--- config.mk ---
export PLATFORM = sky130hd
export DESIGN_NAME = hmth_div
export DESIGN_NICKNAME = d
export VERILOG_FILES = /design/src/rtl/hmth_pkg.sv /design/src/rtl/hmth_div.sv
export SDC_FILE = /design/constraint.sdc
export NUM_CORES = 2
export LEC_CHECK = 0
export ABC_CLOCK_PERIOD_IN_PS = 4600
export BUFFER_PORTS_ARGS = -buffer_cell sky130_fd_sc_hd__buf_2
export CAP_MARGIN = 10
export CORE_ASPECT_RATIO = 1.75
export CORE_MARGIN = 10
export CORE_UTILIZATION = 55
export DETAILED_ROUTE_END_ITERATION = 10
export PLACE_DENSITY = 0.78
export SLEW_MARGIN = 20
export SYNTH_ARGS = -nofsm -noshare
export SYNTH_HDL_FRONTEND = slang
export SYNTH_MEMORY_MAX_BITS = 65536
export SYNTH_SLANG_ARGS = --single-unit
--- constraint.sdc ---
create_clock -name clock -period 4.6 [get_ports clock]
set_clock_uncertainty 0.15 [all_clocks]
set_input_delay 0.46 -clock clock [delete_from_list [all_inputs] [get_ports clock]]
set_output_delay 0.46 -clock clock [all_outputs]
set_load 0.05 [all_outputs]
--- src/rtl/hmth_pkg.sv ---
package hmth_pkg;

   // grid geometry
   localparam int GRID_SIDE_MAX = 129;
   localparam int STORE_DEPTH   = GRID_SIDE_MAX * GRID_SIDE_MAX;
   localparam int ADDR_W        = 15;
   localparam int SIDE_W        = 8;
   localparam int HGT_W         = 16;
   localparam int POS_W         = 24;
   localparam int CELL_W        = 16;
   localparam int DBL_W         = CELL_W + 1;

   // shifted position (1/512 units), cell index, offsets
   localparam int U_W      = POS_W + 2;
   localparam int XR_W     = U_W - 1;
   localparam int CELL_Q_W = $clog2(GRID_SIDE_MAX - 1);
   localparam int R_W      = U_W + 1;

   // interpolation numerator and final divider
   localparam int SCL_W  = 32;
   localparam int DIF_W  = SCL_W + 1;
   localparam int SPL_W  = 14;
   localparam int N_W    = 62;
   localparam int QUOT_W = 40;
   localparam int NB_W   = DBL_W + QUOT_W;
   localparam int OUT_W  = 32;
   localparam int FRAC_SHIFT = 8;

   localparam int QUEUE_DEPTH = 4;
   localparam int QUEUE_PTR_W = $clog2(QUEUE_DEPTH);

   localparam logic OP_WRITE = 1'b0;
   localparam logic OP_QUERY = 1'b1;

   typedef enum logic [1:0] {
      CSR_NUM_COLS     = 2'd0,
      CSR_NUM_ROWS     = 2'd1,
      CSR_CELL_SIZE    = 2'd2,
      CSR_HEIGHT_SCALE = 2'd3
   } hmth_csr_type;

   // clamped configuration
   typedef struct packed {
      logic [SIDE_W-1:0] cols;
      logic [SIDE_W-1:0] rows;
      logic [CELL_W-1:0] spacing;
      logic [CELL_W-1:0] scale;
   } hmth_cfg_type;

   typedef struct packed {
      logic              op;
      logic [ADDR_W-1:0] addr;
      logic [HGT_W-1:0]  value;
      logic [U_W-1:0]    ux;
      logic [U_W-1:0]    uz;
   } hmth_item_type;

   typedef struct packed {
      logic full;
      logic empty;
   } hmth_queue_status_type;

endpackage

--- src/rtl/hmth_div.sv ---
module hmth_div import hmth_pkg::*; (
   input  logic                  clock,
   input  logic                  reset,
   input  logic                  adv,
   input  hmth_cfg_type          cfg,
   input  logic                  in_valid,
   input  logic signed [N_W-1:0] in_num,
   output logic                  out_valid,
   output logic [OUT_W-1:0]      out_height
);

   logic [DBL_W-1:0]      dbl;
   logic signed [N_W-1:0] lim;
   logic [N_W-1:0]        biased;

   assign dbl    = {cfg.spacing, 1'b0};
   assign lim    = $signed(N_W'({dbl, {(QUOT_W-1){1'b0}}}));
   assign biased = in_num + lim;

   logic              v_ff   [0:QUOT_W];
   logic              shi_ff [0:QUOT_W];
   logic              slo_ff [0:QUOT_W];
   logic [NB_W-1:0]   rem_ff [0:QUOT_W];
   logic [QUOT_W-1:0] q_ff   [0:QUOT_W];
   logic [NB_W-1:0]   rem_in [1:QUOT_W];
   logic [QUOT_W-1:0] q_in   [1:QUOT_W];

   always_comb begin
      for (int k = 0; k < QUOT_W; k++) begin
         rem_in[k+1] = rem_ff[k];
         q_in[k+1]   = q_ff[k];
         if (rem_ff[k] >= (NB_W'(dbl) << (QUOT_W-1-k))) begin
            rem_in[k+1] = rem_ff[k] - (NB_W'(dbl) << (QUOT_W-1-k));
            q_in[k+1][QUOT_W-1-k] = 1'b1;
         end
      end
   end

   always_ff @(posedge clock) begin
      if (reset) begin
         for (int k = 0; k <= QUOT_W; k++) begin
            v_ff[k] <= 1'b0;
         end
      end else if (adv) begin
         v_ff[0] <= in_valid;
         for (int k = 0; k < QUOT_W; k++) begin
            v_ff[k+1] <= v_ff[k];
         end
      end
   end

   always_ff @(posedge clock) begin
      if (adv) begin
         shi_ff[0] <= in_num >= lim;
         slo_ff[0] <= in_num < -lim;
         rem_ff[0] <= biased[NB_W-1:0];
         q_ff[0]   <= '0;
         for (int k = 0; k < QUOT_W; k++) begin
            shi_ff[k+1] <= shi_ff[k];
            slo_ff[k+1] <= slo_ff[k];
            rem_ff[k+1] <= rem_in[k+1];
            q_ff[k+1]   <= q_in[k+1];
         end
      end
   end

   // quotient carries a bias of 2^(QUOT_W-1); removing it flips the top bit
   always_comb begin
      priority if (shi_ff[QUOT_W]) begin
         out_height = {1'b0, {(OUT_W-1){1'b1}}};
      end else if (slo_ff[QUOT_W]) begin
         out_height = {1'b1, {(OUT_W-1){1'b0}}};
      end else begin
         out_height = {~q_ff[QUOT_W][QUOT_W-1], q_ff[QUOT_W][QUOT_W-2:FRAC_SHIFT]};
      end
   end

   assign out_valid = v_ff[QUOT_W];

endmodule

== Word level (Yosys, flattened, before mapping) ==
Memories as Yosys holds them, arrays and structs flattened.
Index checks and enable logic that the tools add are counted.
Operators by class
  add/sub/neg operators: 42
  order comparisons: 42
  muxes and demuxes: 129
  bitwise operators: 42
Operators by type and width (number)
  57-bit two-way mux: 40
  1-bit two-way mux: 87
  32-bit two-way mux: 2
  62-bit by 57-bit >= comparator with 1-bit output: 1
  62-bit less-than comparator: 1
  56-bit negation with 62-bit output: 1
  57-bit adder: 1
  57-bit by 17-bit >= comparator with 1-bit output: 1
  57-bit by 18-bit >= comparator with 1-bit output: 1
  57-bit by 19-bit >= comparator with 1-bit output: 1
  57-bit by 20-bit >= comparator with 1-bit output: 1
  57-bit by 21-bit >= comparator with 1-bit output: 1
  57-bit by 22-bit >= comparator with 1-bit output: 1
  57-bit by 23-bit >= comparator with 1-bit output: 1
  57-bit by 24-bit >= comparator with 1-bit output: 1
  57-bit by 25-bit >= comparator with 1-bit output: 1
  57-bit by 26-bit >= comparator with 1-bit output: 1
  57-bit by 27-bit >= comparator with 1-bit output: 1
  57-bit by 28-bit >= comparator with 1-bit output: 1
  57-bit by 29-bit >= comparator with 1-bit output: 1
  57-bit by 30-bit >= comparator with 1-bit output: 1
  57-bit by 31-bit >= comparator with 1-bit output: 1
  57-bit by 32-bit >= comparator with 1-bit output: 1
  57-bit by 33-bit >= comparator with 1-bit output: 1
  65 further kinds: 105
Word-level totals
  register bits after elaboration: 0
  bits in writable memories: 4100
  bits of input ports: 114
  logic and storage cells: 260
  memories kept: 5
Memories
  rem_ff: words 41, bits a word 57, read ports 40, clocked after memory_dff 0, write ports 41, line hmth_div.sv:23  | logic [NB_W-1:0] rem_ff [0:QUOT_W];
  q_ff: words 41, bits a word 40, read ports 41, clocked after memory_dff 0, write ports 41, line hmth_div.sv:24  | logic [QUOT_W-1:0] q_ff [0:QUOT_W];
  shi_ff: words 41, bits a word 1, read ports 41, clocked after memory_dff 0, write ports 41, line hmth_div.sv:21  | logic shi_ff [0:QUOT_W];
  slo_ff: words 41, bits a word 1, read ports 41, clocked after memory_dff 0, write ports 41, line hmth_div.sv:22  | logic slo_ff [0:QUOT_W];
  v_ff: words 41, bits a word 1, read ports 41, clocked after memory_dff 0, write ports 41, line hmth_div.sv:20  | logic v_ff [0:QUOT_W];

== Longest topological paths before layout ==
  word-level depth: 4
  depth in mapped cells: 15
  mapped depth without buffers: 15

== Worst setup path before layout ==
Ideal clock, no wire load.
  path type: input to register
  start point: input port cfg[31] (netlist name)
  end point: memory rem_ff[3][194] (netlist name) (data pin)
  setup time: 0.260 ns
  data arrival time: 4.020 ns
  path slack: 0.170 ns
  stages: 11
  buffers on the path: 3
  cells stage by stage: clkbuf_1 -> inv_1 -> ha_1 -> and2_1 -> nand4_1 -> or4_1 -> or4_1 -> nand3_1 -> buf_2 -> buf_1 -> mux2_2
RTL lines
  start, declared: line hmth_div.sv:5  | input hmth_cfg_type cfg,
  end, declared: line hmth_div.sv:23

==> results.toml <==
[status]
status = "finished, final reports clean"

[detailed_routing]
drt-initial-drc-count = 5681
route.detailed.drc = 0
vias = 80608
drtPass1Iterations = 6
ant_nets = 0
viasPerCell = 6.01
wl_per_cell_um = 25.3
wirelength_um = 339000

[pwr]
ir_worst_vdd_mv = 0.393
p_leak_nw = 51.8
powerDensity_nw_per_um2 = 558
fin_total_pwr_w = 0.0801

[die]
fp.dieH_um = 652
num_io_pins = 147
start_util_pct = 55.4
num_rows = 231
dieWidth_um = 381
die-area_um2 = 248000
placeableCoreArea_um2 = 227000

[yosys]
syn_area_um2 = 125000
yosys.area.top_type_share_pct = 65.4
async_flop_share_pct = 0
synth_area_leaders = "edfxtp_1 65%, ha_1 5.7%, xnor2_1 3.3%"
synth-adder-area-share_pct = 6.16
synth_cell_type_count = 91
synth_compound_area_share_pct = 8.51
synth_nets = 9986
synth-edff-count = 2731
netlist_instances = 9273
synth_top_family_by_area = "simple AND/OR/NAND/NOR gates"
synth_xor_area_share_pct = 6.01
synth_largest_area_cell = "edfxtp_1"
yosys.area_share.simple_pct = 12.0
yosysSeqAreaShare_pct = 65.4
yosysWarnings = 0
synth_ff_type = "edfxtp_1"
synth_mux_area_share_pct = 0.791
ys_ff_latch = 2731
avgSynthCellArea_um2 = 13.5

[final_layout]
final_area_um2 = 144000
area_delta_synth_final_pct = 14.4
nets = 10868
fillers = 16746
drive_above_1_share_pct = 12.7
multi_input_area_um2 = 42100
seq_area_um2 = 82000

[sta]
timing.fmax_mhz = 230
worst_pin_slew_ns = 1.13
slew_viol_final = 0
worst_slack_ns = 0.260
slew_headroom_pct = 23.9
hold_violations = 0
setup_tns_ns = 0
setup_viol_count_final = 0
fin_crit_ns = 4.34
finalCritPeriodShare_pct = 94.4
rsz0062_at_grt = "no"

[worst_setup_path]
crit_family = "simple AND/OR/NAND/NOR gates"
endpoint_kind = "register"
critPathSlowestCell = "nor4_1"
path_cells = "nor4_1 -> nand2_1 -> or4_1 -> nor3_1 -> nand4b_1 -> a211oi_4 -> nand3b_1 -> buf_4 -> nor3_1 -> xor2_1"
critical_path_buf_inv_count = 1
crit_type = "register to register"
path_max_fanout = 8
cp.required_ns = 5.11
worstSetupStartpointType = "register"
critPathMostFrequentCell = "nor3_1"
arrival_ns = 4.85
slowest_delay_ns = 0.89

[clock_network]
cts_buffers = 239
cts-htree-levels = 4
clkLatencyLatePin_ns = 0.96
cts_sinks = 2731
clk_pin_slew_ns = 0.07
cts_tree = "built"
cts_root_buf = "clkbuf_16"
post_cts_resized = 0
cts_hold_buffers = 51
clockBufferDepth = 4
post_cts.repair.setup_buffers = 0

[placed_design]
dp_slack_ns = 0.0371
dpl_cell_area_um2 = 135000
dp_hpwl_um = 254000
place.gp.congestion = 1.00
portBuffers = 114

[min_path]
hold_class = "input port to register"

[flow_run]
max_cap_viol_count = 0

[grt]
grt_pass1_wl_um = 495000
grt_util_all_layers_pct = 26.6
antenna_found_initial = 13
grt_pass1_vias = 82610
grt_max_degree = 191
grt.overflow.total = 0
[worst register-to-register path: cells and delay by family (launching register included)]
family / cells / cell delay [ns]
AO/OA/AOI/OAI: 1 / 0.29
XOR/XNOR: 1 / 0.37
buffers and inverters: 1 / 0.17
flip-flops: 1 / 0.52
AND/OR/NAND/NOR: 7 / 2.58
[power by group]
part	total [W]	switching, W	internal (W)
Sequential	0.0358	0.00315	0.0326
Combinational	0.0235	0.0134	0.0101
Clock	0.0208	0.00903	0.0117
[state kept, by name, summed over array words and instances, names as in the netlist]
| signal | cells |
|---|---|
| v_ff | 41 |
| shi_ff | 41 |
| rem_ff | 1824 |
| slo_ff | 41 |
| q_ff | 784 |
[logic make-up after synthesis]
kind of cell | Yosys count
buffers and inverters | 401
xor gates and xnor gates | 861
and+or+nand+nor | 2889
AOI/OAI and AO/OA | 1703
DFF | 2731
muxes | 89
adders and majority gates | 599
[metrics by stage]
stage,cells,hold slack [ns],util (%)
after floorplan,9273,0.250,-
after global placement,12892,0.250,59.5
after detailed placement,12892,0.255,59.5
after CTS,13374,0.0114,63.3
after global routing,13398,0.0608,63.3
final,13407,0.0238,63.3
[cell type report]
cell class                 count  area share [%]
inverter                     244           0.638
sequential                  2731            57.1
clock buffer                 270            4.29
timing repair buffer         798            4.61
clock inverter               161            1.31
tap                         3029            2.64
antenna                       33          0.0575
multi-input combinational   6141            29.3
[cell usage in the layout, fill, tap and decap left out, types with 51 or more instances in the layout]
master,instances
nand3_1,172
or2_2,53
dlygate4sd3_1,51
ha_1,567
nand4_1,135
nor2_1,645
and2_1,66
nand2_1,590
clkbuf_16,242
buf_4,572
a21oi_1,513
xnor2_1,466
or4_1,82
o31ai_1,62
a21o_1,216
nor2b_1,105
nor4_1,290
nand2b_1,130
edfxtp_1,2731
mux2_2,81
xor2_1,395
inv_1,225
o21a_1,86
buf_2,112
nor3_1,261
o21ai_0,432
or3_1,104
buf_12,62
[cells in the mapped netlist, drive strengths merged, types with 83 or more instances]
cell / instances
xor2: 395
inv: 241
edfxtp: 2731
or4: 83
o21a: 86
nor4: 298
nor2: 647
clkbuf: 139
o21ai: 434
xnor2: 466
nand3: 172
nand2b: 130
a21oi: 515
nor3: 261
or3: 104
nand4: 135
a21o: 216
nor2b: 106
ha: 567
nand2: 590
[final timing paths]
path	start	endpoint	slack, ns	cells past startpoint
setup / recovery	rem_ff[2][330]	rem_ff[2][379]	0.26	10
hold / removal	in_num[57]	shi_ff[0]	0.02	5
setup reg to reg	rem_ff[2][330]	rem_ff[2][379]	0.26	10
hold reg to reg	shi_ff[1]	shi_ff[2]	0.19	0
[layer usage]
| metal | vias to the layer above | track usage (%) | wire [um] |
|---|---|---|---|
| li1 | 37329 | - | - |
| met1 | 39390 | 22.3 | 101000 |
| met2 | 2603 | 50.9 | 185000 |
| met3 | 1284 | 3.73 | 13100 |
| met4 | 2 | 26.8 | 40300 |
| met5 | - | 0 | 13 |
No activity file was read; power rests on OpenSTA's default activity.
