<file path="src/rtl/hmth_pkg.sv">
package hmth_pkg;

   // grid geometry
   localparam int GRID_SIDE_MAX = 129;
   localparam int STORE_DEPTH   = GRID_SIDE_MAX * GRID_SIDE_MAX;
   localparam int ADDR_W        = 15;
   localparam int SIDE_W        = 8;
   localparam int HGT_W         = 16;
   localparam int POS_W         = 24;
   localparam int CELL_W        = 16;
   localparam int DBL_W         = CELL_W + 1;

   // shifted position (1/512 units), cell index, offsets
   localparam int U_W      = POS_W + 2;
   localparam int XR_W     = U_W - 1;
   localparam int CELL_Q_W = $clog2(GRID_SIDE_MAX - 1);
   localparam int R_W      = U_W + 1;

   // interpolation numerator and final divider
   localparam int SCL_W  = 32;
   localparam int DIF_W  = SCL_W + 1;
   localparam int SPL_W  = 14;
   localparam int N_W    = 62;
   localparam int QUOT_W = 40;
   localparam int NB_W   = DBL_W + QUOT_W;
   localparam int OUT_W  = 32;
   localparam int FRAC_SHIFT = 8;

   localparam int QUEUE_DEPTH = 4;
   localparam int QUEUE_PTR_W = $clog2(QUEUE_DEPTH);

   localparam logic OP_WRITE = 1'b0;
   localparam logic OP_QUERY = 1'b1;

   typedef enum logic [1:0] {
      CSR_NUM_COLS     = 2'd0,
      CSR_NUM_ROWS     = 2'd1,
      CSR_CELL_SIZE    = 2'd2,
      CSR_HEIGHT_SCALE = 2'd3
   } hmth_csr_type;

   // clamped configuration
   typedef struct packed {
      logic [SIDE_W-1:0] cols;
      logic [SIDE_W-1:0] rows;
      logic [CELL_W-1:0] spacing;
      logic [CELL_W-1:0] scale;
   } hmth_cfg_type;

   typedef struct packed {
      logic              op;
      logic [ADDR_W-1:0] addr;
      logic [HGT_W-1:0]  value;
      logic [U_W-1:0]    ux;
      logic [U_W-1:0]    uz;
   } hmth_item_type;

   typedef struct packed {
      logic full;
      logic empty;
   } hmth_queue_status_type;

endpackage

</file>
<file path="src/rtl/hmth_queue.sv">
module hmth_queue import hmth_pkg::*; (
   input  logic                  clock,
   input  logic                  reset,
   input  logic                  push,
   input  hmth_item_type         push_item,
   input  logic                  pop,
   output hmth_item_type         head_item,
   output hmth_queue_status_type status
);

   hmth_item_type          slot_ff [0:QUEUE_DEPTH-1];
   logic [QUEUE_PTR_W-1:0] wr_ptr_ff, wr_ptr_in;
   logic [QUEUE_PTR_W-1:0] rd_ptr_ff, rd_ptr_in;
   logic [QUEUE_PTR_W:0]   count_ff, count_in;

   always_comb begin
      wr_ptr_in = push ? wr_ptr_ff + QUEUE_PTR_W'(1) : wr_ptr_ff;
      rd_ptr_in = pop  ? rd_ptr_ff + QUEUE_PTR_W'(1) : rd_ptr_ff;
      count_in  = count_ff + (QUEUE_PTR_W+1)'(push) - (QUEUE_PTR_W+1)'(pop);
   end

   always_ff @(posedge clock) begin
      if (reset) begin
         wr_ptr_ff <= '0;
         rd_ptr_ff <= '0;
         count_ff  <= '0;
      end else begin
         wr_ptr_ff <= wr_ptr_in;
         rd_ptr_ff <= rd_ptr_in;
         count_ff  <= count_in;
      end
   end

   always_ff @(posedge clock) begin
      if (push) begin
         slot_ff[wr_ptr_ff] <= push_item;
      end
   end

   assign head_item    = slot_ff[rd_ptr_ff];
   assign status.full  = (count_ff == (QUEUE_PTR_W+1)'(QUEUE_DEPTH));
   assign status.empty = (count_ff == '0);

endmodule

</file>
<file path="config.mk">
export PLATFORM = sky130hd
export DESIGN_NAME = hmth_queue
export DESIGN_NICKNAME = d
export VERILOG_FILES = /design/src/rtl/hmth_pkg.sv /design/src/rtl/hmth_queue.sv
export SDC_FILE = /design/constraint.sdc
export NUM_CORES = 1
export LEC_CHECK = 0
export ABC_AREA = 1
export ABC_CLOCK_PERIOD_IN_PS = 6560
export BUFFER_PORTS_ARGS = -buffer_cell sky130_fd_sc_hd__buf_4
export CORE_ASPECT_RATIO = 0.75
export CORE_MARGIN = 2
export CORE_UTILIZATION = 61
export CTS_CLUSTER_SIZE = 25
export DETAILED_ROUTE_END_ITERATION = 6
export GPL_TIMING_DRIVEN = 1
export PLACE_DENSITY = 0.8
export SLEW_MARGIN = 15
export SYNTH_ARGS = -nofsm -noshare
export SYNTH_HDL_FRONTEND = slang
export SYNTH_SLANG_ARGS = --single-unit
export TNS_END_PERCENT = 50
</file>
<file path="constraint.sdc">
create_clock -name clock -period 6.56 [get_ports clock]
set_input_delay 0.328 -clock clock [delete_from_list [all_inputs] [get_ports clock]]
set_output_delay 0.328 -clock clock [all_outputs]
set_load 0.01 [all_outputs]
</file>
======== After elaboration in Yosys (flattened, before gate mapping) ========
Memory sizes are Yosys's and may differ from the RTL's. A register that Yosys moved wholly into a read port is not among the register bits.
Cells that the tools add are included.
word-level totals
  flip-flop bits (word level) ............. 7
  bits in latches ......................... 0
  bits in writable memories ............... 336
  memory bits (read-only) ................. 0
  input port bits ......................... 88
  output and inout port bits .............. 86
  logic and storage cells ................. 14
  memories ................................ 1
memory list
  memory   depth  width  read ports  clocked after memory_dff  write ports  RTL line          text
  slot_ff  4      84     1           1                         1            hmth_queue.sv:11  hmth_item_type slot_ff [0:QUEUE_DEPTH-1];
operators by class
  add/sub/neg operators ................... 4
  $mul .................................... 0
  div/mod/pow operators ................... 0
  order comparisons ....................... 0
  eq/ne operators ......................... 1
  shift-type cells ........................ 0
  muxes and demuxes ....................... 4
  bitwise operators ....................... 0
  reductions and logical operators ........ 1
operators by type and width
  cell                   count
  $add A2 B1 Y2 const B  2
  $mux W2                2
  $add A3 B1 Y3          1
  $eq A3 B3 Y1 const B   1
  $logic_not A3 Y1       1
  $sub A3 B1 Y3          1
  $mux W1                2

======== Longest topological paths before layout ========
Gate-level depths: netlist (run 1).
  depth after elaboration ................. 3
  gate-level depth with buffers ........... 8
  depth with buffers taken out ............ 8

======== Least setup slack after synthesis (run 1) ========
Ideal clock, no wire load.
  path type ............................... register -> register
  start point ............................. reg wr_ptr_ff[0]
  end point ............................... mem slot_ff[2][0] in the netlist's numbering (enable)
  setup time .............................. 0.438 ns
  data arrival time ....................... 2.214 ns
  required time ........................... 6.122 ns
  path slack .............................. 3.908 ns
  stages on the path, launching flop included .. 5
  buffers on the path ..................... 0
  clock period less this slack ............ 2.652 ns
  cells stage by stage .................... dfxtp_1 > inv_1 > ha_1 > nand2_1 > inv_1
RTL lines
  what                    RTL line          text
  start, declared         hmth_queue.sv:12  logic [QUEUE_PTR_W-1:0] wr_ptr_ff, wr_ptr_in;
  start signal, assigned  hmth_queue.sv:28  wr_ptr_ff <= wr_ptr_in;
  end, declared           hmth_queue.sv:11
Straight into the memory's write port.

==> results of run 1 <==
## worst min-delay path by stage
stage | end | slack, ns | startpoint
after floorplan | count_ff[0] | 0.40 | reset
after global placement | flop | 0.44 | rd_ptr_ff[1]
after detailed placement | flop | 0.45 | rd_ptr_ff[1]
after CTS | slot_ff[2][15] | 0.001 | push_item[15]
after global routing | slot_ff[1][30] | 0.006 | push_item[30]
final | slot_ff[2][15] | 0.02 | push_item[15]
## power groups by stage
stage	clock network, W	logic, W	registers [W]
after floorplan	0	0.000261	0.00259
after global placement	0	0.000461	0.00261
after detailed placement	0	0.000476	0.00261
after CTS	0.00185	0.000481	0.00257
after global routing	0.00193	0.000524	0.00258
final	0.00182	0.000476	0.00257
## flip-flops by register name, summed over array words and instances (netlist names), named ones only
register,flops
count_ff,3
rd_ptr_ff,2
slot_ff,336
wr_ptr_ff,2
## cell usage in the layout, fill, tap and decap left out, drive strengths merged
cell         instances
inv                185
a21oi               90
nor2                 4
dfxtp                9
ha                   6
clkbuf              45
nor3                 1
dlygate4sd3          1
o211ai              84
clkinv               9
fa                   1
nand2              176
buf                181
clkinvlp             1
edfxtp             336
nand3                1
o21ai               88
bufinv               1
## per-layer routing
| layer | GRT usage (%) | up-vias |
|---|---|---|
| met4 | 6.34 | 0 |
| met5 | 0 | - |
| met1 | 29.4 | 3902 |
| met3 | 4.57 | 34 |
| li1 | - | 3921 |
| met2 | 35.7 | 284 |
## worst max-delay path, delay by kind of cell, from the launching register on
family          cells  cell delay, ns
buf+inv             2            1.08
flops               1            0.94
compound gates      2            0.36
simple gates        1            0.09
## timing repair
action	CTS	global route
hold endpoints to repair	2	0
setup endpoints to repair	0	0
hold buffers	1	0
gates resized for setup	0	0
## stage by stage
step / utilization [%] / std cells / hold slack [ns]
final: 73.2 / 1513 / 0.0165
after global routing: 73.2 / 1513 / 0.00579
after CTS: 73.2 / 1513 / 0.00122
after detailed placement: 68.4 / 1455 / 0.454
after global placement: 68.4 / 1455 / 0.438
after floorplan: - / 1036 / 0.399
## cells by family (layout without fill, tap and decap cells)
group	Yosys count	count (layout)	synth area share, %
simple gates	182	182	5.06
compound gates	262	262	11.2
fa+ha+maj	7	7	0.702
flops	345	345	75.9
buf+inv	240	423	7.14
## layout make-up
class	count	area, um2
multi-input combinational	451	2300
sequential	345	10300
clock inverter	12	85.1
fill	1430	5880
timing repair buffer	182	1370
clock buffer	45	956
tap	294	368
inverter	184	701
==> flow_summary.json, run 1 <==
{
  "dr_wl_met3_um": 2030,
  "timing.setup.tns_ns": 0,
  "crit_type": "reg -> out",
  "io_buffers": 173,
  "dr.max_layer_used": "met4",
  "vias": 8141,
  "synth_top_cell_by_area": "edfxtp_1",
  "synth-async-reset-ratio_pct": 0,
  "hp-class": "in -> reg",
  "synth_ff_type": "edfxtp_1",
  "coreArea_um2": 21900,
  "drv_slew": 0,
  "syn_inst": 1036,
  "cts.sinks": 345,
  "ys_seq_area_share_pct": 75.9,
  "syn_avg_cell_area_um2": 13.1,
  "finalSetupViolCount": 0,
  "numCtsBuffers": 34,
  "clock_skew_ns": 0.00926,
  "clk_pin_slew_ns": 0.06,
  "drtPass1Iterations": 5,
  "endpoint": "head_item[24]",
  "die_y_um": 133,
  "timing.rr.start": "wr_ptr_ff[0]",
  "tritoncts": "done",
  "leakage_nw": 6.27,
  "critPathCaptureType": "primary output",
  "slowest_stage": "dfxtp_4",
  "p_seq_share_pct": 52.8,
  "cp_cell_sequence": "buf_4 > a21oi_1 > o21ai_0 > nand2_1 > buf_4",
  "max_freq_mhz": 288,
  "place_area_um2": 15000,
  "grt.overflow.total": 0,
  "power.total_w": 0.00486,
  "ys_seq_elements": 345,
  "routed_wl_um": 25600,
  "worst_slack_ns": 3.09,
  "maxCapViolCount": 0,
  "io_pins": 174,
  "synthMostInstantiatedCell": "edfxtp_1",
  "switching_share_pct": 22.3,
  "critPathArrivalTime_ns": 3.14,
  "ff2ff_path_depth": 5,
  "syn_to_final_growth_pct": 18.6,
  "grt_usage_pct": 21.6,
  "start_kind": "flop",
  "tightestPinTransition_ns": 1.12,
  "dr_wl_met2_um": 12300,
  "hold_violations": 0,
  "fp-row-count": 47,
  "cts_root_buf": "clkbuf_16",
  "antenna_found_initial": 0,
  "yosysUniqueCellTypes": 17,
  "r2r_setup_slack_ns": 4.32,
  "vdd_drop_max_v": 0.000259,
  "max_stage_delay_ns": 0.94,
  "min_period_ns": 3.47,
  "status": "finished, final reports clean",
  "fin_crit_sh_pct": 52.9,
  "ant_nets": 0,
  "diodes": 0,
  "clockBufferDepth": 3,
  "worst_hold_path.num_cells": 1,
  "vias_per_cell": 5.38,
  "syn-num-nets": 1131,
  "die_w_um": 176,
  "gp_congestion": 0.736,
  "synth_top_area_share_pct": 74.5,
  "preCtsSetupSlack_ns": 3.65,
  "wl_per_cell_um": 16.9,
  "p_int_w": 0.00378,
  "reg2reg_to": "slot_ff[2][60]",
  "die-area_um2": 23400,
  "ys_top_cells_by_area": "edfxtp_1, inv_1, nand2_1, o211ai_1, a21oi_1",
  "combPwrFrac_pct": 9.8,
  "yosys-top-cells-count": "edfxtp_1, inv_1, nand2_1",
  "dp_hpwl_um": 14500,
  "fin_nets": 1293,
  "clk_latency_ns": 0.51,
  "synth-edff-count": 336,
  "cts_max_level": 2,
  "required_ns": 6.23,
  "clockPowerShare_pct": 37.4,
  "drc": 0,
  "slew_headroom_pct": 25.5,
  "initialDrtViolationCount": 677,
  "syn_area_um2": 13500,
  "grt_pass1_wl_um": 39000,
  "met1_length_um": 10800,
  "grt_pass1_vias": 7643,
  "layout-drive-gt1-share_pct": 18.9,
  "yosysWarnings": 0,
  "crit_fanout": 124,
  "grt_max_degree": 125,
  "final_area_um2": 16100,
  "rsz0062_at_grt": "no",
  "p_switching_w": 0.00108,
  "start_util_pct": 61.7,
  "power_density_nw_per_um2": 303,
  "post_cts_buffers": 0,
  "cp_common_cell": "buf_4"
}
(Power assumes the default switching activity.)
==> inputs of run 2 (changes only) <==
Settings changed: ABC_AREA 1 to 0, ABC_CLOCK_PERIOD_IN_PS 6560 to 3200, CORE_UTILIZATION 61 to 57, PLACE_DENSITY 0.8 to 0.76.
Clock period 6.56 ns to 3.2 ns, I/O delays scaled along.
==> run 2 against run 1 <==
  * First-iteration DRC count is 30% lower
  * Hold slack better by 0.34 ns
  * Die area is 0.73% lower
  * Combinational power is 150% higher
  * Sequential share of layout area is 0.42 points lower
  * Global-route usage is 0.51 points lower
  * Largest power group unchanged
  * Cell count is 28% lower
  * Area after synthesis is 7.3% lower
  * Clock-buffer cell count is 12 lower
  * Synthesized cell count is 54% lower
  * Via count is 26% lower
  * Utilization is 2.5 points higher
==> flow_summary.json, run 2 <==
{
  "status": "finished, final reports clean",
  "ant_nets": 0,
  "cts_max_level": 1,
  "r2r_setup_slack_ns": 1.18,
  "start_kind": "flop",
  "grt.overflow.total": 0,
  "tightestPinTransition_ns": 0.782,
  "clk_latency_ns": 0.54,
  "max_freq_mhz": 410,
  "critPathCaptureType": "primary output",
  "synth_ff_type": "edfxtp_1",
  "reg2reg_to": "slot_ff[2][1]",
  "coreArea_um2": 21400,
  "power_density_nw_per_um2": 627,
  "critPathArrivalTime_ns": 2.28,
  "fin_crit_sh_pct": 76.2,
  "syn_area_um2": 12600,
  "largestRegisters": "slot_ff x336, count_ff x3",
  "gp_congestion": 0.707,
  "maxCapViolCount": 0,
  "hp-class": "in -> reg",
  "power.total_w": 0.0101,
  "grt_max_degree": 53,
  "tritoncts": "done",
  "synth-async-reset-ratio_pct": 0,
  "die_w_um": 175,
  "leakage_nw": 5.56,
  "initialDrtViolationCount": 477,
  "die-area_um2": 23200,
  "worst_slack_ns": 0.761,
  "finalSetupViolCount": 0,
  "ys_seq_area_share_pct": 81.8,
  "largest_register_ffs": 336,
  "layout-drive-gt1-share_pct": 41.1,
  "syn-num-nets": 575,
  "top_register": "slot_ff",
  "cts.sinks": 345,
  "syn_to_final_growth_pct": 28.7,
  "dp_hpwl_um": 14200,
  "grt_pass1_wl_um": 37000,
  "synthMostInstantiatedCell": "edfxtp_1",
  "grt_usage_pct": 21.1,
  "hold_end": "slot_ff[2][59]",
  "place_area_um2": 14300,
  "cts_root_buf": "clkbuf_16",
  "ys_top_cells_by_area": "edfxtp_1, mux4_2, dfxtp_1, buf_6, ha_1",
  "drtPass1Iterations": 5,
  "routed_wl_um": 24000,
  "crit_type": "reg -> out",
  "final_area_um2": 16200,
  "rsz0062_at_grt": "no",
  "syn_avg_cell_area_um2": 26.2,
  "timing.setup.tns_ns": 0,
  "crit_fanout": 45,
  "antenna_found_initial": 1,
  "yosysWarnings": 0,
  "synth_top_cell_by_area": "edfxtp_1",
  "clock_skew_ns": 0.0105,
  "drc": 0,
  "syn_inst": 480,
  "synth_top_area_share_pct": 80.4,
  "required_ns": 3.04,
  "preCtsSetupSlack_ns": 1.22,
  "slew_headroom_pct": 47.9,
  "min_period_ns": 2.44,
  "vdd_drop_max_v": 0.000455,
  "die_y_um": 133,
  "fp-row-count": 46,
  "final_common_cell": "edfxtp_1",
  "vias_per_cell": 5.60,
  "io_pins": 174,
  "grt_pass1_vias": 6516,
  "hold_path_startpoint": "push_item[59]",
  "clk_pin_slew_ns": 0.06,
  "yosysUniqueCellTypes": 21,
  "start_util_pct": 58.8,
  "wl_per_cell_um": 22.2,
  "yosys-top-cells-count": "edfxtp_1, mux4_2, dfxtp_1",
  "vias": 6054,
  "clockBufferDepth": 3,
  "ff2ff_path_depth": 4,
  "drv_slew": 0,
  "numCtsBuffers": 31,
  "hold_violations": 0,
  "final_cell_mix": "edfxtp_1, buf_4, dlygate4sd3_1",
  "ys_seq_elements": 345,
  "fin_nets": 864,
  "synth-edff-count": 336,
  "timing.rr.start": "wr_ptr_ff[0]",
  "io_buffers": 173,
  "worst_hold_path.num_cells": 2
}
run 2: cell count changes after synthesis, sizes merged, moves of 2 or more:
cell,delta
a21oi,-89
and2,+4
buf,-28
clkbuf,-10
inv,-178
mux4,+84
nand2,-176
nor2b,+2
o211ai,-84
o21ai,-88
xnor2,+2
run 2: repair_timing:
item / in CTS / in global routing
hold endpoints to repair: 345 / 0
buffers inserted: 0 / 0
hold buffers: 88 / 0
gates resized for setup: 0 / 0
run 2: layer usage:
layer / routed length, um / vias to the layer above / part of all wire (%) / GRT usage, %
met3: 1710 / 27 / 7.1 / 3.94
li1: - / 2636 / - / -
met4: 337 / 0 / 1.4 / 4.40
met5: 0 / - / 0 / 0
met2: 12000 / 245 / 50 / 35.1
met1: 10000 / 3146 / 42 / 29.9
run 2: cells by family after synthesis:
group	share of synthesized area (%)
fa+ha+maj	0.757
buf+inv	1.27
mux	15.1
simple gates	0.598
compound gates	0.120
xor+xnor	0.329
flops	81.8
run 2: report_power, final:
part,internal [W],switching (W)
Combinational,0.000638,0.000530
Clock,0.00217,0.00152
Sequential,0.00519,0.0000835
Total,0.00800,0.00213
run 2: critical path, stage by stage, from the launching register on:
cell	delay [ns]
dfxtp_4	0.58
buf_12	0.39
mux4_2	0.59
buf_4	0.16
run 2: cell type report:
class / instances / area [um2]
antenna: 1 / 2.50
sequential: 345 / 10300
inverter: 6 / 22.5
tap: 288 / 360
fill: 1149 / 5190
timing repair buffer: 274 / 2340
multi-input combinational: 111 / 2140
clock inverter: 24 / 240
clock buffer: 33 / 783
run 2: worst max path at each step:
| stage | startpoint | end | depth (start not counted) |
|---|---|---|---|
| 6_report | flop | head_item[31] | 3 |
| 5_1_grt | flop | head_item[26] | 3 |
| 4_1_cts | flop | head_item[26] | 3 |
| 3_5_place_dp | wr_ptr_ff[0] | slot_ff[2][30] | 4 |
| 3_3_place_gp | wr_ptr_ff[0] | slot_ff[2][28] | 4 |
| 2_1_floorplan | wr_ptr_ff[0] | slot_ff[0][0] | 3 |
run 2: through the flow:
stage	util, %	hold WS (ns)	instances
after global routing	75.7	0.348	1082
after CTS	75.7	0.336	1081
after floorplan	-	0.232	480
after global placement	66.8	0.358	936
after detailed placement	66.8	0.364	936
final	75.7	0.361	1082
