$ cat config.mk
export PLATFORM = sky130hd
export DESIGN_NAME = hmth_front
export DESIGN_NICKNAME = d
export VERILOG_FILES = /design/src/rtl/hmth_pkg.sv /design/src/rtl/hmth_front.sv
export SDC_FILE = /design/constraint.sdc
export NUM_CORES = 1
export LEC_CHECK = 0
export ABC_AREA = 1
export BUFFER_PORTS_ARGS = -buffer_cell sky130_fd_sc_hd__buf_4
export CELL_PAD_IN_SITES_DETAIL_PLACEMENT = 1
export CELL_PAD_IN_SITES_GLOBAL_PLACEMENT = 2
export CORE_MARGIN = 1
export CORE_UTILIZATION = 30
export DETAILED_ROUTE_END_ITERATION = 6
export PLACE_DENSITY_LB_ADDON = 0.1
export SLEW_MARGIN = 40
export SYNTH_ARGS = -nofsm -noshare
export SYNTH_HDL_FRONTEND = slang
export SYNTH_SLANG_ARGS = --single-unit
export TNS_END_PERCENT = 100
$ cat constraint.sdc
create_clock -name vclk -period 13.7
set_input_delay 4.11 -clock vclk [all_inputs]
set_output_delay 4.11 -clock vclk [all_outputs]
set_load 0.01 [all_outputs]
$ cat src/rtl/hmth_pkg.sv
package hmth_pkg;

   // grid geometry
   localparam int GRID_SIDE_MAX = 129;
   localparam int STORE_DEPTH   = GRID_SIDE_MAX * GRID_SIDE_MAX;
   localparam int ADDR_W        = 15;
   localparam int SIDE_W        = 8;
   localparam int HGT_W         = 16;
   localparam int POS_W         = 24;
   localparam int CELL_W        = 16;
   localparam int DBL_W         = CELL_W + 1;

   // shifted position (1/512 units), cell index, offsets
   localparam int U_W      = POS_W + 2;
   localparam int XR_W     = U_W - 1;
   localparam int CELL_Q_W = $clog2(GRID_SIDE_MAX - 1);
   localparam int R_W      = U_W + 1;

   // interpolation numerator and final divider
   localparam int SCL_W  = 32;
   localparam int DIF_W  = SCL_W + 1;
   localparam int SPL_W  = 14;
   localparam int N_W    = 62;
   localparam int QUOT_W = 40;
   localparam int NB_W   = DBL_W + QUOT_W;
   localparam int OUT_W  = 32;
   localparam int FRAC_SHIFT = 8;

   localparam int QUEUE_DEPTH = 4;
   localparam int QUEUE_PTR_W = $clog2(QUEUE_DEPTH);

   localparam logic OP_WRITE = 1'b0;
   localparam logic OP_QUERY = 1'b1;

   typedef enum logic [1:0] {
      CSR_NUM_COLS     = 2'd0,
      CSR_NUM_ROWS     = 2'd1,
      CSR_CELL_SIZE    = 2'd2,
      CSR_HEIGHT_SCALE = 2'd3
   } hmth_csr_type;

   // clamped configuration
   typedef struct packed {
      logic [SIDE_W-1:0] cols;
      logic [SIDE_W-1:0] rows;
      logic [CELL_W-1:0] spacing;
      logic [CELL_W-1:0] scale;
   } hmth_cfg_type;

   typedef struct packed {
      logic              op;
      logic [ADDR_W-1:0] addr;
      logic [HGT_W-1:0]  value;
      logic [U_W-1:0]    ux;
      logic [U_W-1:0]    uz;
   } hmth_item_type;

   typedef struct packed {
      logic full;
      logic empty;
   } hmth_queue_status_type;

endpackage

$ cat src/rtl/hmth_front.sv
module hmth_front import hmth_pkg::*; (
   input  logic                     req_valid,
   output logic                     req_stall,
   input  logic                     req_op,
   input  logic [ADDR_W-1:0]        req_height_addr,
   input  logic signed [HGT_W-1:0]  req_height_value,
   input  logic signed [POS_W-1:0]  req_pos_x,
   input  logic signed [POS_W-1:0]  req_pos_z,
   input  hmth_cfg_type             cfg,
   input  hmth_queue_status_type    q_status,
   output logic                     push,
   output hmth_item_type            push_item
);

   logic [POS_W-1:0] ext_x;
   logic [POS_W-1:0] ext_z;

   // half grid extent, in 1/512 units: (n-1)*cell
   assign ext_x = POS_W'(cfg.cols - SIDE_W'(1)) * POS_W'(cfg.spacing);
   assign ext_z = POS_W'(cfg.rows - SIDE_W'(1)) * POS_W'(cfg.spacing);

   assign req_stall = q_status.full;
   assign push      = req_valid && !q_status.full;

   always_comb begin
      push_item.op    = req_op;
      push_item.addr  = req_height_addr;
      push_item.value = req_height_value;
      push_item.ux    = {2'b00, ext_x} + {req_pos_x[POS_W-1], req_pos_x, 1'b0};
      push_item.uz    = {2'b00, ext_z} - {req_pos_z[POS_W-1], req_pos_z, 1'b0};
   end

endmodule

* Yosys cells after proc, flatten, opt, wreduce, memory -nomap -nowiden
Index checks and enable logic that the tools add are counted.
Cells by class: multiply operators 2, add/subtract/negate cells 4, reductions and logical operators 2
Operators with widths (count):
- 9-bit by 17-bit multiplier with 24-bit output | 2
- 25-bit by 25-bit adder with 26-bit output | 1
- 25-bit by 25-bit subtractor with 26-bit output | 1
- 8-bit by 1-bit subtractor with 9-bit output (second input constant) | 2
- 1-bit logical AND | 1
- 1-bit logical NOT | 1
Storage, ports and cells: logic and storage cells 8, register bits after elaboration 0, output and inout bits 86, input port bits 131

* Logic depth before layout (Yosys ltp)
Gate-level depths: netlist of the first run.
depth after elaboration 3, depth in mapped cells 40, gate-level depth less buffers 38

* Worst setup path before layout of the first run
OpenSTA, ideal clock, no wires.
path type input-to-output, start in cfg[40] in the netlist's numbering, end out push_item[49] in the netlist's numbering, data required time 9.590 ns, stages 37, buffers on the path 2, setup slack -0.652 ns, arrival time 10.242 ns, path through inv_2 > clkbuf_1 > ha_1 > inv_1 > nor2_1 > nand2_1 > xor2_2 > buf_2 > nor2_1 > fa_1 > inv_1 > fa_1 > inv_1 > fa_1 > fa_1 > inv_1 > fa_1 > inv_1 > ha_1 > nand2_1 > nand2_2 > nor2_2 > nor2_1 > or2_4 > nand2_2 > nand2_1 > nand2_1 > nand2_1 > ha_1 > nand2_1 > inv_1 > nand2_1 > nor3_1 > nand3_1 > nand3_1 > nand2_1 > nand2_1
RTL lines:
- start: declaration | RTL line hmth_front.sv:9 | input hmth_cfg_type cfg,
- end: declaration | RTL line hmth_front.sv:12 | output hmth_item_type push_item

==> metrics.md, run 1 <==
| Metric | Value |
|---|---|
| Layout Nets | `2938` |
| Number of max-cap violations | `0` |
| Tot GR Track Use | `22.55%` |
| DRT Wirelength | `50470 um` |
| Final worst path period share | `104.5%` |
| Synth Net Count | `2504` |
| Synth area leader | `fa_1` |
| Highest net fanout along the worst path | `4` |
| Unrepaired setup endpoints after global routing | `true` |
| FFs & Latches | `0` |
| Quantity of hold-fixing buffers added after cts | `0` |
| Syn. warnings | `0` |
| Chip Width | `211.8 um` |
| Final worst slack | `-0.6160 ns` |
| Final instance area | `20450 sq um` |
| CP most frequent cell | `nand2_2` |
| Hold/Removal Path Class | `in -> out` |
| Worst Hold Path EP | `push_item[59]` |
| Sum of negative setup slack | `-12.66 ns` |
| Commonest cells in the netlist | `563 x nand2_1, 405 x inv_1, 269 x nor2_1, 200 x fa_1, 169 x ha_1` |
| Final setup fails | `32` |
| Vias | `14030` |
| Hold Fails Final Rpt | `0` |
| PortBufs | `136` |
| FP Rows | `76` |
| Final ANT Viol Nets | `0` |
| Arr. time, crit path | `10.21 ns` |
| Worst-margin pin slew | `0.5039 ns` |
| Share of cells above drive strength 1 | `41.30%` |
| Hold Path Stages | `0` |
| Status | `finished with violations` |
| Worst Path Required | `9.59 ns` |
| FF+latch area | `0 sq um` |
| Slew Viols, Final | `0` |
| Critical path capture point type | `primary output` |
| # diodes | `0` |
| Startpoint Class | `input pin` |
| Worst path max stage delay | `0.53 ns` |
| HP Start | `req_height_value[7]` |
| Initial DRC Count | `428` |
| Post-Syn Area | `13200 sq um` |
| Global placement routability congestion | `0.8496` |
| Share of the synthesized area in the top cell type | `30.33%` |
| Sequential share of the synthesized area | `0%` |
| DP Area | `17140 sq um` |
| DR DRC count | `0` |
| Core area | `43270 sq um` |
| Synthesized instance count | `2004` |
| Hpwl dp | `42590 um` |
| Die Area | `44850 sq um` |
| Grt ovf | `0` |
| Initial Util | `30.51%` |
| Via density | `4.645` |
| Count leader, synth | `nand2_1` |
| Wire per inst | `16.71 um` |
| First-pass GRT wire length | `80470 um` |
| F_max | `0.06985 GHz` |
| Iteration count of the initial detailed-routing pass | `5` |
| Slowest CP cell | `fa_1` |
| Largest net degree at the start of global routing | `16` |
| Area Growth Syn to Fin | `54.94%` |
| Syn_area_per_cell | `6.588 sq um` |
| Area contributors post-synth | `fa_1 30%, ha_1 16%, nand2_1 16%` |
| Die Ht | `211.8 um` |
| Failing checks | `negative setup slack` |
| Yosys cell types | `33` |
| Clkbuf count | `0` |
| Slew HR | `66.09%` |
| Post-layout min period | `14.32 ns` |
| Initial antenna violation count | `1` |
| Kind of critical path | `in -> out` |
| IO Pins | `217` |
| Vias in the first global route | `15490` |
[worst max-delay path, delay by kind of cell]
kind                     cells  cell delay, ns
adder cells (fa/ha/maj)      8            3.20
AND/OR/NAND/NOR             20            1.98
AO/OA/AOI/OAI                1            0.30
buffers and inverters        9            0.63
[cell usage in the layout, fill, tap and decap left out, drive strengths merged]
| cell type | netlist | routed |
|---|---|---|
| fa | 200 | 200 |
| nor3 | 9 | 9 |
| nand2 | 573 | 573 |
| nor2 | 275 | 275 |
| and2 | 5 | 5 |
| nor4 | 1 | 1 |
| ha | 169 | 169 |
| o21ai | 24 | 24 |
| xor2 | 36 | 36 |
| o31ai | 1 | 1 |
| or2 | 4 | 4 |
| nand3 | 85 | 85 |
| o211ai | 1 | 1 |
| clkinv | 10 | 11 |
| nand4 | 34 | 34 |
| a21oi | 77 | 77 |
| o21bai | 9 | 9 |
| buf | 46 | 499 |
| xnor2 | 15 | 15 |
| inv | 407 | 406 |
| nand3b | 2 | 2 |
[routing by layer]
metal	vias to the layer above	wire, um	track usage (%)
li1	6857	-	-
met1	6949	23680	31.58
met2	195	25030	39.55
met3	30	1390	1.602
met4	2	365	1.074
met5	-	13	0
[cell families (layout without fill, tap and decap cells)]
logic type | Yosys count | after routing | synth area share [%]
compound gates | 112 | 112 | 4.511
xor+xnor | 51 | 51 | 3.554
fa+ha+maj | 369 | 369 | 46.35
simple gates | 988 | 988 | 30.50
buf+inv | 484 | 916 | 15.09
[worst max path at each step]
stage	slack, ns	cells after the start	start	endpoint
after global routing	-0.90	35	cfg[40]	push_item[49]
after CTS	-0.66	36	cfg[40]	push_item[47]
final	-0.62	38	cfg[40]	push_item[47]
after floorplan	-0.17	32	cfg[40]	push_item[41]
after global placement	-0.87	35	cfg[40]	push_item[45]
after detailed placement	-0.97	38	cfg[41]	push_item[51]
[cell type report]
| type | instances | area [sq um] |
|---|---|---|
| inverter | 417 | 1609 |
| timing repair buffer | 499 | 4124 |
| tap | 585 | 732.0 |
| multi-input combinational | 1520 | 13990 |
| fill | 5371 | 22810 |
[repair_timing]
item                                    CTS  global route
pin swaps                               175           160
endpoints found under the setup margin   36            37
buffers inserted                         42            24
gates resized for setup                 438           220
[per-stage QoR]
stage	util [%]	std cells	setup slack, ns	hold WS [ns]
final	47.28	3021	-0.6160	8.220
after global routing	47.28	3021	-0.9025	8.220
after global placement	39.62	2957	-0.8679	8.220
after CTS	44.58	2998	-0.6643	8.220
after detailed placement	39.62	2957	-0.9738	8.220
after floorplan	-	2004	-0.1707	8.268
Power of run 1 is left out: the tool's default activity adds up to more than one toggle a clock period on the data nets, which glitch-free logic cannot reach.
==> run 2, diff against run 1 <==
--- a/config.mk
+++ b/config.mk
@@ -9,6 +9,7 @@
 export BUFFER_PORTS_ARGS = -buffer_cell sky130_fd_sc_hd__buf_4
 export CELL_PAD_IN_SITES_DETAIL_PLACEMENT = 1
 export CELL_PAD_IN_SITES_GLOBAL_PLACEMENT = 2
+export CORE_ASPECT_RATIO = 0.75
 export CORE_MARGIN = 1
 export CORE_UTILIZATION = 30
 export DETAILED_ROUTE_END_ITERATION = 6
==> run 2 against run 1 <==
  * The run still ends with negative setup slack left
  * Final area up 1.7%
  * Die area about the same
  * Final cell count about the same
  * Global-route usage grew 0.44 points
  * Largest cell class unchanged
  * Highest routed layer is now met4
==> metrics.md, run 2 (synthesized netlist as in run 1, its figures left out) <==
| Metric | Value |
|---|---|
| DRT Wirelength | `51960 um (+2.9%)` |
| Slowest CP cell | `fa_1` |
| Final ANT Viol Nets | `0 (unchanged)` |
| FF+latch area | `0 sq um (unchanged)` |
| Multi-input logic area | `14240 sq um (+1.8%)` |
| Critical path capture point type | `primary output` |
| Tot GR Track Use | `22.99% (+0.44 points)` |
| Iteration count of the initial detailed-routing pass | `5 (unchanged)` |
| Post-layout min period | `14.39 ns (+0.07207 ns)` |
| Core Util, Final | `47.99% (+0.71 points)` |
| Startpoint Class | `input pin` |
| Die Area | `44860 sq um (about the same)` |
| IO Pins | `217 (unchanged)` |
| Largest net degree at the start of global routing | `16 (unchanged)` |
| Number of max-cap violations | `0 (unchanged)` |
| Final setup fails | `32 (unchanged)` |
| Most frequent cells in the layout | `433 x buf_4, 393 x nand2_1, 347 x inv_1, 194 x fa_1, 192 x nor2_1` |
| Via density | `4.677 (+0.69%)` |
| Initial antenna violation count | `0 (-1)` |
| F_max | `0.06950 GHz (-0.50%)` |
| Global placement routability congestion | `0.8842 (+4.1%)` |
| Filler cell count | `5319 (-0.97%)` |
| Worst path max stage delay | `0.54 ns (about the same)` |
| HP Start | `req_height_value[5]` |
| Layout Nets | `2948 (+0.34%)` |
| DR DRC count | `0 (unchanged)` |
| Share of cells above drive strength 1 | `42.89% (+1.6 points)` |
| Die Ht | `183.7 um (-13%)` |
| Failing checks | `negative setup slack` |
| Cell Count, Final, Fillers Out | `3024 (+0.099%)` |
| Arr. time, crit path | `10.28 ns (+0.07 ns)` |
| Placed cell count | `2954 (-0.10%)` |
| Vias in the first global route | `15310 (-1.1%)` |
| Highest net fanout along the worst path | `4 (unchanged)` |
| Initial Util | `30.45% (-0.062 points)` |
| PortBufs | `136 (unchanged)` |
| FP Rows | `66 (-13%)` |
| Vias | `14140 (+0.79%)` |
| First-pass GRT wire length | `82100 um (+2.0%)` |
| Hold Path Stages | `0 (unchanged)` |
| Slew HR | `77.06% (+11 points)` |
| Initial DRC Count | `460 (+7.5%)` |
| Hpwl dp | `44020 um (+3.4%)` |
| Unrepaired setup endpoints after global routing | `true` |
| Dpl ws | `-1.045 ns (-0.07168 ns)` |
| # diodes | `0 (unchanged)` |
| Grt ovf | `0 (unchanged)` |
| Most common cell after layout, fill and taps aside | `buf_4` |
| Clkbuf count | `0 (unchanged)` |
| Final worst path period share | `105.0% (+0.53 points)` |
| Chip Width | `244.2 um (+15%)` |
| Hold/Removal Path Class | `in -> out` |
| CP most frequent cell | `fa_1` |
| Status | `finished with violations` |
| Core area | `43350 sq um (+0.20%)` |
| Area Growth Syn to Fin | `57.60%` |
| Wire per inst | `17.18 um (+2.8%)` |
| Kind of critical path | `in -> out` |
| Hold Fails Final Rpt | `0 (unchanged)` |
| Worst-margin pin slew | `0.3431 ns (-0.1608 ns)` |
| Worst Hold Path EP | `push_item[57]` |
| FFs & Latches | `0 (unchanged)` |
| Slew Viols, Final | `0 (unchanged)` |
| Final worst slack | `-0.6880 ns (-0.07207 ns)` |
| Worst Path Required | `9.59 ns (about the same)` |
run 2: changes by cell type in the layout (fill, tap and decap cells not counted), sizes merged:
cell / delta
buf: +10
inv: -1
clkinv: +1
run 2: repair_timing:
| item | in CTS | in global routing |
|---|---|---|
| buffers inserted | 39 | 41 |
| hold buffers | 0 | 0 |
| cloned | 0 | 1 |
| endpoints found under the setup margin | 37 | 38 |
| pin swaps | 158 | 189 |
| gates resized for setup | 424 | 328 |
run 2: per-layer routing:
| layer | wire [um] | share of wire [%] | GRT usage (%) | vias up |
|---|---|---|---|---|
| met4 | 176 | 0.34 | 0.6250 | 0 |
| met3 | 2129 | 4.1 | 2.365 | 17 |
| li1 | - | - | - | 6878 |
| met2 | 22350 | 43 | 35.01 | 217 |
| met5 | 0 | 0 | 0 | - |
| met1 | 27300 | 53 | 36.23 | 7032 |
run 2: area by class of cell:
| class | instances | area share (%) |
|---|---|---|
| inverter | 417 | 7.878 |
| multi-input combinational | 1520 | 68.44 |
| tap | 578 | 3.476 |
| timing repair buffer | 509 | 20.21 |
run 2: how the worst max path moves through the flow:
stage,slack [ns],start,endpoint
after floorplan,-0.17,cfg[40],push_item[41]
after global routing,-0.97,cfg[40],push_item[45]
after detailed placement,-1.05,cfg[41],push_item[50]
final,-0.69,cfg[41],push_item[45]
after CTS,-0.65,cfg[32],push_item[15]
after global placement,-0.93,cfg[41],push_item[41]
run 2: critical path, delay by kind of cell:
| kind | cells | cell delay, ns |
|---|---|---|
| adder cells (fa/ha/maj) | 8 | 3.22 |
| XOR/XNOR | 1 | 0.19 |
| AO/OA/AOI/OAI | 2 | 0.38 |
| buffers and inverters | 10 | 0.72 |
| AND/OR/NAND/NOR | 15 | 1.62 |
run 2: metrics by stage:
step | hold slack (ns) | setup TNS (ns) | area, sq um
after floorplan | 8.268 | -0.7725 | 13480
after global placement | 8.220 | -25.46 | 17090
after detailed placement | 8.220 | -29.33 | 17090
after CTS | 8.220 | -15.31 | 19170
after global routing | 8.220 | -21.03 | 20810
final | 8.220 | -13.23 | 20810
Power of run 2 is left out for the same reason.
==> run 3, diff against run 2 <==
--- a/config.mk
+++ b/config.mk
@@ -11,7 +11,7 @@
 export CELL_PAD_IN_SITES_GLOBAL_PLACEMENT = 2
 export CORE_ASPECT_RATIO = 0.75
 export CORE_MARGIN = 1
-export CORE_UTILIZATION = 30
+export CORE_UTILIZATION = 35
 export DETAILED_ROUTE_END_ITERATION = 6
 export PLACE_DENSITY_LB_ADDON = 0.1
 export SLEW_MARGIN = 40
==> constraint.sdc (replaced) <==
create_clock -name vclk -period 16.85
set_input_delay 5.055 -clock vclk [all_inputs]
set_output_delay 5.055 -clock vclk [all_outputs]
set_load 0.01 [all_outputs]
==> run 3 against run 2 <==
  * The run now ends clean
  * Final cell count down 13%
  * Core utilization down 7.4 points
  * Die area down 14%
  * Worst hold slack better by 1.9 ns
  * Via count down 9.2%
  * Count of clock-buffer cells in the layout unchanged
  * Routed wire length down 11%
  * First-iteration DRC count up 38%
  * Setup slack better by 1.1 ns
  * Critical path type unchanged
  * Critical endpoint is now push_item[48]
  * Largest cell class unchanged
==> metrics.md, run 3 (synthesized netlist as in run 1, its figures left out) <==
| Metric | Value |
|---|---|
| Final ANT Viol Nets | `0 (unchanged)` |
| Slew HR | `61.27% (-16 points)` |
| Layout Nets | `2618 (-11%)` |
| Most frequent cells in the layout | `554 x nand2_1, 402 x inv_1, 261 x nor2_1, 200 x fa_1, 176 x buf_4` |
| FFs & Latches | `0 (unchanged)` |
| HP Start | `req_height_value[0]` |
| CP most frequent cell | `nand2_1` |
| Status | `finished, final reports clean` |
| Worst Hold Path EP | `push_item[52]` |
| Wire per inst | `17.67 um (+2.8%)` |
| Slowest CP cell | `fa_1` |
| Hpwl dp | `40820 um (-7.3%)` |
| Slew Viols, Final | `0 (unchanged)` |
| Vias | `12840 (-9.2%)` |
| Most common cell after layout, fill and taps aside | `nand2_1` |
| Hold Path Stages | `0 (unchanged)` |
| Die Ht | `170.2 um (-7.3%)` |
| Arr. time, crit path | `11.42 ns (+1.14 ns)` |
| Die Area | `38510 sq um (-14%)` |
| FP Rows | `61 (-7.6%)` |
| Largest net degree at the start of global routing | `17 (+1)` |
| First-pass GRT wire length | `74310 um (-9.5%)` |
| PortBufs | `136 (unchanged)` |
| Area Growth Syn to Fin | `13.96%` |
| FF+latch area | `0 sq um (unchanged)` |
| Placed cell count | `2616 (-11%)` |
| Chip Width | `226.3 um (-7.4%)` |
| Cell Count, Final, Fillers Out | `2620 (-13%)` |
| IO Pins | `217 (unchanged)` |
| # diodes | `0 (unchanged)` |
| Worst path max stage delay | `0.53 ns (about the same)` |
| Hold Fails Final Rpt | `0 (unchanged)` |
| Post-layout min period | `16.47 ns` |
| Highest net fanout along the worst path | `4 (unchanged)` |
| DRT Wirelength | `46280 um (-11%)` |
| Core area | `37090 sq um (-14%)` |
| Share of cells above drive strength 1 | `12.62% (-30 points)` |
| Iteration count of the initial detailed-routing pass | `5 (unchanged)` |
| Quantity of hold-fixing buffers added after cts | `0 (unchanged)` |
| Initial DRC Count | `635 (+38%)` |
| Via density | `4.902 (+4.8%)` |
| Tot GR Track Use | `24.64% (+1.7 points)` |
| Critical path capture point type | `primary output` |
| Initial antenna violation count | `0 (unchanged)` |
| Startpoint Class | `input pin` |
| Filler cell count | `4896 (-8.0%)` |
| Grt ovf | `0 (unchanged)` |
| Initial Util | `35.59% (+5.1 points)` |
| Clkbuf count | `0 (unchanged)` |
| Final setup fails | `0 (-100%)` |
| Vias in the first global route | `13740 (-10%)` |
| Worst Path Required | `11.79 ns (+2.20 ns)` |
| Final worst path period share | `97.77%` |
| Kind of critical path | `in -> out` |
| Worst-margin pin slew | `0.5803 ns (+0.2372 ns)` |
| Global placement routability congestion | `0.8976 (+1.5%)` |
| Multi-input logic area | `11490 sq um (-19%)` |
| DR DRC count | `0 (unchanged)` |
| Number of max-cap violations | `0 (unchanged)` |
| Hold/Removal Path Class | `in -> out` |
| F_max | `0.06070 GHz` |
## run 3: cell type report
type,count,share of cell area (%)
tap,504,4.192
multi-input combinational,1520,76.37
timing repair inverter,1,0.03327
timing repair buffer,178,8.957
inverter,417,10.45
## run 3: how the worst max path moves through the flow
stage | cells after the start | slack, ns | start | endpoint
2_1_floorplan | 37 | 0.61 | cfg[40] | push_item[49]
3_3_place_gp | 38 | 0.16 | cfg[40] | push_item[47]
3_5_place_dp | 38 | 0.04 | cfg[40] | push_item[47]
4_1_cts | 38 | 0.05 | cfg[40] | push_item[49]
5_1_grt | 36 | -0.04 | cfg[40] | push_item[45]
6_report | 35 | 0.38 | cfg[40] | push_item[48]
## run 3: routing by layer
metal  up-vias  routed length [um]  global-route usage, %  share of wire (%)
li1       6217                   -                      -                  -
met1      6336               24120                  37.74                 52
met2       259               19990                  38.76                 43
met3        30                1850                  1.813                4.0
met4         0                 325                  2.174               0.70
met5         -                   0                      0                  0
## run 3: through the flow
| stage | util, % | cell area (sq um) | hold WS, ns | TNS (ns) | setup slack, ns |
|---|---|---|---|---|---|
| final | 40.56 | 15040 | 10.11 | 0 | 0.3766 |
| after global routing | 40.56 | 15040 | 10.11 | -0.1374 | -0.03540 |
| after CTS | 39.70 | 14720 | 10.11 | 0 | 0.05433 |
| after detailed placement | 39.68 | 14720 | 10.11 | 0 | 0.03921 |
| after global placement | 39.68 | 14720 | 10.11 | 0 | 0.1603 |
| after floorplan | - | 13200 | 10.16 | 0 | 0.6075 |
## run 3: worst max-delay path: cells and delay by family
| kind | cells | cell delay [ns] |
|---|---|---|
| buffers and inverters | 9 | 0.87 |
| AND/OR/NAND/NOR | 13 | 1.19 |
| AO/OA/AOI/OAI | 5 | 0.91 |
| adder cells (fa/ha/maj) | 8 | 3.39 |
## run 3: repair_timing
| action | 4_1_cts | 5_1_grt |
|---|---|---|
| gates cloned | 0 | 1 |
| gates resized for setup | 1 | 66 |
| buffers inserted | 0 | 3 |
| setup endpoints to repair | 1 | 26 |
| pin swaps | 0 | 9 |
Power of run 3 is left out for the same reason.
